$ cat src/hw/rtl/swmmm_pkg.sv
// swmmm_pkg: constants, types and sequencer states of the sliding window statistics block
// used by the top level, the divider and the port checker; no dependencies

package swmmm_pkg;

   localparam int WINDOW_DEPTH = 64;
   localparam int SAMPLE_BITS  = 16;
   localparam int AXES         = 3;
   localparam int LEN_BITS     = 7;
   localparam int LEN_RESET    = 64;
   localparam int SLOT_BITS    = (WINDOW_DEPTH > 1) ? $clog2(WINDOW_DEPTH) : 1;
   localparam int AXIS_BITS    = $clog2(AXES);
   // a full window sum of signed samples
   localparam int SUM_BITS     = SAMPLE_BITS + $clog2(WINDOW_DEPTH + 1);
   localparam int DIV_CNT_BITS = $clog2(SUM_BITS + 1);

   typedef logic signed [SAMPLE_BITS-1:0] sample_type;
   typedef logic signed [SUM_BITS-1:0]    sum_type;
   typedef logic [LEN_BITS-1:0]           len_type;
   typedef logic [SLOT_BITS-1:0]          slot_type;
   typedef logic [AXIS_BITS-1:0]          axis_type;
   typedef logic [AXES-1:0][SAMPLE_BITS-1:0] triple_type;

   typedef enum logic [2:0] {
      ST_IDLE,
      ST_SCAN,
      ST_DIV_LAUNCH,
      ST_DIV_WAIT,
      ST_DONE
   } state_type;

endpackage

$ cat src/hw/rtl/swmmm_div.sv
// swmmm_div: bit-serial restoring divider, signed window sum by window length
// depends on swmmm_pkg; quotient truncates toward zero

module swmmm_div (
   input  logic               clock,
   input  logic               reset,
   input  logic               start,
   input  swmmm_pkg::sum_type dividend,
   input  swmmm_pkg::len_type divisor,
   output logic               done,
   output swmmm_pkg::sample_type quotient
);
   import swmmm_pkg::*;

   logic [DIV_CNT_BITS-1:0] cnt_ff, cnt_in;
   logic                    done_ff, done_in;
   logic                    neg_ff, neg_in;
   logic [SUM_BITS-1:0]     dvd_ff, dvd_in;
   len_type                 rem_ff, rem_in;
   len_type                 dvs_ff, dvs_in;
   logic [LEN_BITS:0]       trial;
   logic [SUM_BITS-1:0]     signed_q;

   always_ff @(posedge clock) begin
      if (reset) begin
         cnt_ff  <= '0;
         done_ff <= 1'b0;
      end else begin
         cnt_ff  <= cnt_in;
         done_ff <= done_in;
      end
      neg_ff <= neg_in;
      dvd_ff <= dvd_in;
      rem_ff <= rem_in;
      dvs_ff <= dvs_in;
   end

   always_comb begin
      cnt_in  = cnt_ff;
      done_in = 1'b0;
      neg_in  = neg_ff;
      dvd_in  = dvd_ff;
      rem_in  = rem_ff;
      dvs_in  = dvs_ff;
      trial   = {rem_ff, dvd_ff[SUM_BITS-1]};
      if (start) begin
         neg_in = dividend[SUM_BITS-1];
         dvd_in = dividend[SUM_BITS-1] ? (-dividend) : dividend;
         rem_in = '0;
         dvs_in = divisor;
         cnt_in = DIV_CNT_BITS'(SUM_BITS);
      end else if (cnt_ff != '0) begin
         // one quotient bit per cycle
         if (trial >= {1'b0, dvs_ff}) begin
            rem_in = LEN_BITS'(trial - {1'b0, dvs_ff});
            dvd_in = {dvd_ff[SUM_BITS-2:0], 1'b1};
         end else begin
            rem_in = trial[LEN_BITS-1:0];
            dvd_in = {dvd_ff[SUM_BITS-2:0], 1'b0};
         end
         cnt_in = cnt_ff - 1'b1;
         if (cnt_ff == DIV_CNT_BITS'(1)) begin
            done_in = 1'b1;
         end
      end
   end

   assign signed_q = neg_ff ? (-dvd_ff) : dvd_ff;
   assign quotient = signed_q[SAMPLE_BITS-1:0];
   assign done     = done_ff;

endmodule

$ cat src/hw/rtl/sliding_window_mean_min_max.sv
// sliding_window_mean_min_max: top level, sample store, scan sequencer and output register
// depends on swmmm_pkg and swmmm_div

// Takes one three-axis sample per word on the req channel and keeps the newest
// WINDOW_DEPTH samples in a circular store. Once window_length samples have
// arrived since reset or the last csr write, every sample gives one rsp word:
// the sample itself plus the per-axis mean (truncated toward zero), peak and
// trough over the newest window_length samples, the current one included.
// A window_length of 0 acts as 1 and one above WINDOW_DEPTH as WINDOW_DEPTH.
// A csr write restarts the fill; the stored samples and write slot are kept.
// A sample that does not complete the fill is taken and gives no word. A
// sample that yields a result keeps req_ready low while the sequencer scans
// the newest L samples, L the effective window length, over the single read
// port of the sample store (one entry per cycle) and then runs the shared
// bit-serial divider, from a launch state, once for each axis.
// A finished word sits in the rsp register, so req is taken again while it
// waits for rsp_ready.

module sliding_window_mean_min_max (
   input  logic                  clock,
   input  logic                  reset,
   input  logic                  req_valid,
   output logic                  req_ready,
   input  swmmm_pkg::sample_type req_sample_x,
   input  swmmm_pkg::sample_type req_sample_y,
   input  swmmm_pkg::sample_type req_sample_z,
   output logic                  rsp_valid,
   input  logic                  rsp_ready,
   output swmmm_pkg::sample_type rsp_echo_x,
   output swmmm_pkg::sample_type rsp_echo_y,
   output swmmm_pkg::sample_type rsp_echo_z,
   output swmmm_pkg::sample_type rsp_mean_x,
   output swmmm_pkg::sample_type rsp_mean_y,
   output swmmm_pkg::sample_type rsp_mean_z,
   output swmmm_pkg::sample_type rsp_peak_x,
   output swmmm_pkg::sample_type rsp_trough_x,
   output swmmm_pkg::sample_type rsp_peak_y,
   output swmmm_pkg::sample_type rsp_trough_y,
   output swmmm_pkg::sample_type rsp_peak_z,
   output swmmm_pkg::sample_type rsp_trough_z,
   input  logic                  csr_wr_en,
   input  swmmm_pkg::len_type    csr_wr_data
);
   import swmmm_pkg::*;

   // sequencer and bookkeeping
   state_type  state_ff, state_in;
   slot_type   ws_ff, ws_in;           // next slot to write
   len_type    fill_ff, fill_in;       // samples since last clear, saturating
   len_type    len_ff, len_in;         // window_length as written
   slot_type   rd_ptr_ff, rd_ptr_in;   // scan read address, walks backward
   len_type    cnt_ff, cnt_in;         // scan step
   axis_type   axis_ff, axis_in;       // axis being divided
   logic       rsp_valid_ff, rsp_valid_in;

   // working data
   triple_type cur_ff, cur_in;
   sum_type    sum_ff [AXES];
   sum_type    sum_in [AXES];
   triple_type peak_ff, peak_in;
   triple_type trough_ff, trough_in;
   triple_type mean_ff, mean_in;

   // rsp register
   triple_type out_echo_ff, out_echo_in;
   triple_type out_mean_ff, out_mean_in;
   triple_type out_peak_ff, out_peak_in;
   triple_type out_trough_ff, out_trough_in;

   // sample store
   triple_type mem [WINDOW_DEPTH];
   triple_type rd_data_ff;
   triple_type req_word;
   logic       mem_we;

   len_type    eff_len;
   len_type    fill_next;
   logic       div_start;
   logic       div_done;
   sample_type div_quot;

   assign req_word = {req_sample_z, req_sample_y, req_sample_x};
   assign req_ready = (state_ff == ST_IDLE);
   assign mem_we    = req_valid && req_ready;

   // zero acts as one, anything past the store depth as the depth
   always_comb begin
      if (len_ff == '0) begin
         eff_len = LEN_BITS'(1);
      end else if (len_ff > LEN_BITS'(WINDOW_DEPTH)) begin
         eff_len = LEN_BITS'(WINDOW_DEPTH);
      end else begin
         eff_len = len_ff;
      end
   end

   assign fill_next = (fill_ff < eff_len) ? (fill_ff + 1'b1) : fill_ff;

   always_ff @(posedge clock) begin
      if (mem_we) begin
         mem[ws_ff] <= req_word;
      end
      rd_data_ff <= mem[rd_ptr_ff];
   end

   always_ff @(posedge clock) begin
      if (reset) begin
         state_ff     <= ST_IDLE;
         ws_ff        <= '0;
         fill_ff      <= '0;
         len_ff       <= LEN_BITS'(LEN_RESET);
         rsp_valid_ff <= 1'b0;
         cnt_ff       <= '0;
         axis_ff      <= '0;
      end else begin
         state_ff     <= state_in;
         ws_ff        <= ws_in;
         fill_ff      <= fill_in;
         len_ff       <= len_in;
         rsp_valid_ff <= rsp_valid_in;
         cnt_ff       <= cnt_in;
         axis_ff      <= axis_in;
      end
      rd_ptr_ff     <= rd_ptr_in;
      cur_ff        <= cur_in;
      sum_ff        <= sum_in;
      peak_ff       <= peak_in;
      trough_ff     <= trough_in;
      mean_ff       <= mean_in;
      out_echo_ff   <= out_echo_in;
      out_mean_ff   <= out_mean_in;
      out_peak_ff   <= out_peak_in;
      out_trough_ff <= out_trough_in;
   end

   always_comb begin
      state_in      = state_ff;
      ws_in         = ws_ff;
      fill_in       = fill_ff;
      len_in        = len_ff;
      rd_ptr_in     = rd_ptr_ff;
      cnt_in        = cnt_ff;
      axis_in       = axis_ff;
      cur_in        = cur_ff;
      sum_in        = sum_ff;
      peak_in       = peak_ff;
      trough_in     = trough_ff;
      mean_in       = mean_ff;
      out_echo_in   = out_echo_ff;
      out_mean_in   = out_mean_ff;
      out_peak_in   = out_peak_ff;
      out_trough_in = out_trough_ff;
      rsp_valid_in  = rsp_valid_ff && !rsp_ready;
      div_start     = 1'b0;

      case (state_ff)
         ST_IDLE: begin
            if (mem_we) begin
               // the store write happens in the memory block
               cur_in    = req_word;
               ws_in     = (ws_ff == SLOT_BITS'(WINDOW_DEPTH - 1)) ? '0 : ws_ff + 1'b1;
               fill_in   = fill_next;
               rd_ptr_in = ws_ff;
               cnt_in    = '0;
               if (fill_next >= eff_len) begin
                  state_in = ST_SCAN;
               end
            end
         end
         ST_SCAN: begin
            // read issued at step k lands at step k + 1
            rd_ptr_in = (rd_ptr_ff == '0) ? SLOT_BITS'(WINDOW_DEPTH - 1) : rd_ptr_ff - 1'b1;
            cnt_in    = cnt_ff + 1'b1;
            if (cnt_ff != '0) begin
               for (int i = 0; i < AXES; i++) begin
                  if (cnt_ff == LEN_BITS'(1)) begin
                     sum_in[i]    = SUM_BITS'($signed(rd_data_ff[i]));
                     peak_in[i]   = rd_data_ff[i];
                     trough_in[i] = rd_data_ff[i];
                  end else begin
                     sum_in[i] = sum_ff[i] + SUM_BITS'($signed(rd_data_ff[i]));
                     if ($signed(rd_data_ff[i]) > $signed(peak_ff[i])) begin
                        peak_in[i] = rd_data_ff[i];
                     end
                     if ($signed(rd_data_ff[i]) < $signed(trough_ff[i])) begin
                        trough_in[i] = rd_data_ff[i];
                     end
                  end
               end
               if (cnt_ff == eff_len) begin
                  axis_in  = '0;
                  state_in = ST_DIV_LAUNCH;
               end
            end
         end
         ST_DIV_LAUNCH: begin
            div_start = 1'b1;
            state_in  = ST_DIV_WAIT;
         end
         ST_DIV_WAIT: begin
            if (div_done) begin
               mean_in[axis_ff] = div_quot;
               if (axis_ff == AXIS_BITS'(AXES - 1)) begin
                  state_in = ST_DONE;
               end else begin
                  axis_in  = axis_ff + 1'b1;
                  state_in = ST_DIV_LAUNCH;
               end
            end
         end
         ST_DONE: begin
            // hand over once the rsp register is free
            if (!rsp_valid_ff || rsp_ready) begin
               out_echo_in   = cur_ff;
               out_mean_in   = mean_ff;
               out_peak_in   = peak_ff;
               out_trough_in = trough_ff;
               rsp_valid_in  = 1'b1;
               state_in      = ST_IDLE;
            end
         end
         default: begin
            state_in = ST_IDLE;
         end
      endcase

      // the user must issue csr writes only while idle; the block does not enforce it
      if (csr_wr_en) begin
         len_in  = csr_wr_data;
         fill_in = '0;
      end
   end

   swmmm_div u_div (
      .clock    (clock),
      .reset    (reset),
      .start    (div_start),
      .dividend (sum_ff[axis_ff]),
      .divisor  (eff_len),
      .done     (div_done),
      .quotient (div_quot)
   );

   assign rsp_valid    = rsp_valid_ff;
   assign rsp_echo_x   = out_echo_ff[0];
   assign rsp_echo_y   = out_echo_ff[1];
   assign rsp_echo_z   = out_echo_ff[2];
   assign rsp_mean_x   = out_mean_ff[0];
   assign rsp_mean_y   = out_mean_ff[1];
   assign rsp_mean_z   = out_mean_ff[2];
   assign rsp_peak_x   = out_peak_ff[0];
   assign rsp_trough_x = out_trough_ff[0];
   assign rsp_peak_y   = out_peak_ff[1];
   assign rsp_trough_y = out_trough_ff[1];
   assign rsp_peak_z   = out_peak_ff[2];
   assign rsp_trough_z = out_trough_ff[2];

endmodule

$ cat config.mk
export PLATFORM = sky130hd
export DESIGN_NAME = sliding_window_mean_min_max
export DESIGN_NICKNAME = d
export VERILOG_FILES = /design/src/hw/rtl/swmmm_pkg.sv /design/src/hw/rtl/swmmm_div.sv /design/src/hw/rtl/sliding_window_mean_min_max.sv
export SDC_FILE = /design/constraint.sdc
export NUM_CORES = 2
export LEC_CHECK = 0
export BUFFER_PORTS_ARGS = -buffer_cell sky130_fd_sc_hd__buf_4
export CORE_MARGIN = 8
export CORE_UTILIZATION = 50
export DETAILED_ROUTE_END_ITERATION = 8
export PLACE_DENSITY = 0.7
export SYNTH_ARGS = -nofsm -noshare
export SYNTH_HDL_FRONTEND = slang
export SYNTH_HIERARCHICAL = 1
export SYNTH_SLANG_ARGS = --single-unit
$ cat constraint.sdc
create_clock -name clock -period 6.66 [get_ports clock]
set_input_delay 0.666 -clock clock [delete_from_list [all_inputs] [get_ports clock]]
set_output_delay 0.666 -clock clock [all_outputs]
set_load 0.01 [all_outputs]
# --- After elaboration in Yosys (flattened, before gate mapping) ---
# Memory sizes are Yosys's and may differ from the RTL's. A register that Yosys moved wholly into a read port is not among the register bits.
# Index checks and enable logic that the tools add are counted.
word_totals:
  register_bits: 536
  latch_bits: 0
  ramBits: 3072
  rom_bits: 0
  input_bits: 60
  out_inout_bits: 194
  wordCells: 179
  n_memories: 1
classes:
  addsub: 12
  multipliers: 0
  div: 0
  order_cmp: 13
  eq_ne: 16
  shift: 0
  n_mux: 57
  n_bitwise: 2
  n_reduce_logical: 36
mem_list:
  columns: ["name", "depth", "word_bits", "read_ports", "rd_ports_with_merged_regs", "write_ports", "line", "rtl"]
  rows:
  - ["mem", 64, 48, 1, 1, 1, "sliding_window_mean_min_max.sv:71", "triple_type mem [WINDOW_DEPTH];"]
op_table:
  columns: ["operator", "n"]
  rows:
  - ["16-bit 2-to-1 mux", 14]
  - ["23-bit 2-to-1 mux", 8]
  - ["23-bit by 16-bit adder with 23-bit output", 3]
  - ["48-bit bitwise mux", 1]
  - ["16-bit greater-than comparator", 3]
  - ["16-bit < comparator", 3]
  - ["23-bit binary-select mux with 2-bit select", 1]
  - ["7-bit 2-to-1 mux", 5]
  - ["16-bit demux with 2-bit select", 1]
  - ["23-bit negator", 1]
  - ["3-bit 2-to-1 mux", 7]
  - ["6-bit 2-to-1 mux", 3]
  - ["3-bit AND reduction", 6]
  - ["2-bit nonzero test", 9]
  - ["16-bit negator", 1]
  - ["3-bit one-hot mux with 5 select lines", 1]
  - ["7-bit by 1-bit adder with 7-bit output, second input constant", 2]
  - ["7-bit one-hot mux with 2 select lines", 1]
  - ["6-bit one-hot mux with 2 select lines", 1]
  - ["5-bit 2-to-1 mux", 2]
  - ["2-bit AND reduction", 5]
  - ["8-bit by 7-bit greater-or-equal comparator with 1-bit output", 1]
  - ["2-bit 2-to-1 mux", 4]
  - ["2-bit != test, second input constant", 4]
  - ["other kinds (36)", 49]

# --- Depth between registers and ports, before layout ---
logic_depth:
  depth_word: 9
  depth_mapped: 18
  ltp_nobuf: 17

# --- By module ---
# Netlist, hierarchy kept.
modules_own_cells:
  columns: ["module", "instances", "cells_per_inst", "area_each_um2", "seq_area_each_um2"]
  rows:
  - ["sliding_window_mean_min_max", 1, 6464, 140571.1, 107653.2]
  - ["swmmm_div", 1, 311, 2889.0, 1191.1]

# --- Worst setup path before layout ---
# No wires, ideal clock.
synth_timing:
  path_type: "input-to-reg"
  start: "input rsp_ready"
  end: "register out_echo_ff, in the netlist rsp_echo_x[0], enable pin"
  setup_time_ps: 577
  arrival_ps: 5215
  required_ps: 6083
  slack_ps: 868
  stages: 2
  n_path_buf: 0
  cell_sequence: "nand2b_1 > and3_1"
synth_via:
  elab_chain_len: 2
synth_lines:
  columns: ["element", "line", "rtl"]
  rows:
  - ["from (decl)", "sliding_window_mean_min_max.sv:28", "input logic rsp_ready,"]
  - ["1-bit logical OR", "sliding_window_mean_min_max.sv:213", "if (!rsp_valid_ff || rsp_ready) begin"]
  - ["2-bit AND reduction (no line)", null, null]
  - ["to (signal assigned)", "sliding_window_mean_min_max.sv:130", "out_echo_ff <= out_echo_in;"]
  - ["to (decl)", "sliding_window_mean_min_max.sv:65", "triple_type out_echo_ff, out_echo_in;"]
# Every way passes these cells.
# A chain may end at the register's enable or synchronous reset.

# --- Final worst setup path ---
layout_timing:
  start: "register state_ff[0]"
  end: "memory mem[35][18] (netlist bit), enable pin"
layout_via:
  elab_chain_len: 4
layout_lines:
  columns: ["element", "line", "rtl"]
  rows:
  - ["from (decl)", "sliding_window_mean_min_max.sv:47", "state_type state_ff, state_in;"]
  - ["from (signal assigned)", "sliding_window_mean_min_max.sv:116", "state_ff <= state_in;"]
  - ["3-bit zero test", "sliding_window_mean_min_max.sv:83", "assign req_ready = (state_ff == ST_IDLE);"]
  - ["1-bit logical AND", "sliding_window_mean_min_max.sv:84", "assign mem_we = req_valid && req_ready;"]
  - ["1-bit 2-to-1 mux", "sliding_window_mean_min_max.sv:100", "if (mem_we) begin"]
  - ["1-bit 2-to-1 mux (implied by the code)", "sliding_window_mean_min_max.sv:101", "mem[ws_ff] <= req_word;"]
  - ["to (decl)", "sliding_window_mean_min_max.sv:71", null]
# Every way passes these cells.

==> metrics.cfg <==
[setup_path]
crit_path_end_kind=flip-flop
cp_max_fo=34
max_stage_delay_ns=0.86
path_delay_family=simple AND/OR/NAND/NOR gates
crit_cells=6
crit_path_top_delay_cell=nor2_4
crit_chain=nor3_1 -> nand2_1 -> nor2_1 -> nand3_1 -> nor2_4 -> buf_4
timing.critical_path.required_ns=7.16
cp-start-kind=flip-flop
rr_worst_depth=6
critPathBufInv=1
critPathKind=reg -> reg
arrival_ns=5.30

[power]
finalPower_mw=58.9
p_comb_share_pct=19.3
power_frac_clock_pct=34.9
p_sw_mw=16.1
seqPwrFrac_pct=45.7
p_int_mw=42.8
peakVddDrop_mv=0.226
switching_share_pct=27.3
p_leak_nw=52.2
p_per_area_nw_per_um2=362

[routing]
firstDrtPassIters=6
drtIter0Drc=8409
ant_nets=0
num_vias=70800
drc_errors=0
wl_per_cell_um=31.7
via_per_inst=6.25
wl_mm=359

[floorplanning]
core.rowCount=196
start_util_pct=50.3
io_pins=254
dieArea_um2=304000
die_y_um=552
core-area_um2=285000
die_w_um=552

[global_routing]
grt_pass1_vias=71300
grt_pass1_wl_mm=513
antenna_found_initial=24
gr-total-overflow=0
track_usage_pct=23.3
grt_max_degree=137

[yosys]
syn_area_um2=143000
ys_async_sr_fraction_pct=0
synth_area_leaders=edfxtp_1, mux4_2, ha_1
synthFlopType=edfxtp_1
synth_common_cells=edfxtp_1, mux4_2, nor2_1, nand2_1, ha_1
synth_cells=6775
synth-edff-count=3562
yosysUniqueCellTypes=72
ys_warn_count=6
yosys.area.top_type_share_pct=74.6
synth_most_common_cell=edfxtp_1
yosysSeqAreaShare_pct=75.9
ys_ff_latch=3656
synth_largest_area_cell=edfxtp_1
syn_avg_cell_area_um2=21.2
synth_nets=7032

[cells_and_area]
syn2layout_area_growth_pct=13.5
nFillCells=20300
nNetsFinal=7512
drive_above_1_share_pct=26.3
stdcell_count=11300
final_area_um2=163000

[clock_network]
clk_latency_ns=0.92
clk_pin_slew_ns=0.07
cts-root-buf=clkbuf_16
cts_max_path_buffers=4
numClockSinks=3656
htreeDepth=5
numCtsBuffers=364
cts_tree=built

[hold_path]
hold_depth=3
min_path_type=in -> reg

[sta]
fin_setup_tns_ns=0
worst_pin_slew_ns=1.37
fmax_ghz=0.208
slew-limit-headroom_pct=8.98
rsz0062_at_grt=no
setup_viol_count_final=0
fin_skew_ns=0.0552
slew_viol_final=0
hold_viol_final=0
min_period_over_period_pct=72.0
period_needed_ns=4.80

[run_status]
status=finished, final reports clean

[place]
placed_cell_area_um2=151000
placed_cells=10600
port_buffers=253
gp_congestion=0.869
place.detailed.hpwl_mm=216

[flow_run]
max_cap_viol_count=0

## power groups by stage
stage,combinational (mW),sequential [mW],clock [mW]
6_report,11.4,26.9,20.6
5_1_grt,12.2,27.0,21.7
4_1_cts,11.5,26.9,20.9
3_5_place_dp,11.4,27.4,0
3_3_place_gp,11.2,27.4,0
2_1_floorplan,7.97,26.8,0
## layout make-up
class                   count  area (um2)  area share, %
inverters                 158         594          0.365
clock buffers             476        9840           6.05
clock inverters           196        2220           1.36
flip-flops and latches   3656      109000           66.9
diodes                      5        12.5        0.00769
multi-input cells        2652       33100           20.3
well taps                3762        4710           2.89
repair buffers            423        3490           2.14
## path summary, 6_finish.rpt
| kind | end | from | slack (ns) |
|---|---|---|---|
| max | mem[35][18]$_DFFE_PP_ | state_ff[0]$_SDFFE_PP0P_ | 1.86 |
| min | len_ff[1]$_SDFFE_PP0P_ | csr_wr_en | 0.12 |
| max reg2reg | mem[35][18]$_DFFE_PP_ | state_ff[0]$_SDFFE_PP0P_ | 1.86 |
| min reg2reg | rsp_echo_y[7]$_DFFE_PP_ | cur_ff[23]$_DFFE_PP_ | 0.41 |
## per-layer routing
layer  GRT usage (%)  part of all wire (%)
met1            31.8                    39
met2            38.5                    49
met3            4.42                   9.2
met4            6.93                   3.2
met5               0                 0.021
## registers in the layout, indices dropped and copies added (netlist names), 23 cells and up
name and count:
mean_ff 48, sum_ff 69, u_div/dvd_ff 23, mem 3072
rd_data_ff 48, peak_ff 48, cur_ff 48, trough_ff 48
## repair_timing
item                       in CTS  in global routing
hold endpoints to repair        7                  0
hold buffers                    8                  0
setup endpoints to repair       0                  0
buffers inserted                0                  0
resized for setup               0                  0
## layout by cell type, fill, tap and decap left out, drive strengths merged, types with 10 or more instances in the layout
cell         n
a211oi      59
a21o        42
a21oi      171
a311oi      14
a31oi       23
and2        12
and3        10
buf        415
bufinv      31
clkbuf     476
clkinv     139
clkinvlp    11
dfxtp       94
edfxtp    3562
ha         193
inv        173
mux2i      129
mux4       924
nand2      198
nand2b      39
nand3       44
nand4       25
nor2       243
nor2b       52
nor3        31
nor4        11
o21a        16
o21ai      123
o21bai      10
o221ai      23
o22ai       25
o31ai       18
or3         12
xnor2       64
xor2        46
## kinds of logic (layout without fill, tap and decap cells)
logic type / count (synthesis) / in the layout / synth area share, %
mux: 1056 / 1056 / 15.4
buf+inv: 467 / 1253 / 1.42
xor+xnor: 110 / 110 / 0.672
simple gates: 717 / 717 / 2.35
fa+ha+maj: 197 / 197 / 1.74
flops: 3656 / 3656 / 75.9
compound gates: 572 / 572 / 2.52
other cells: 0 / 5 / 0
## per-stage QoR
stage / setup WS (ns) / util (%) / hold WS (ns)
final: 1.86 / 57.1 / 0.116
after global routing: 1.74 / 57.1 / 0.0948
after CTS: 1.92 / 57.1 / 0.0480
after detailed placement: 1.99 / 52.8 / 0.405
after global placement: 2.08 / 52.8 / 0.400
after floorplan: 0.868 / - / 0.400
## tightest hold or removal path, stage by stage
cell and delay [ns]:
buf_4 0.17, mux2i_1 0.09, nor2_1 0.07
Note: power is estimated with default switching activity, not from simulation.
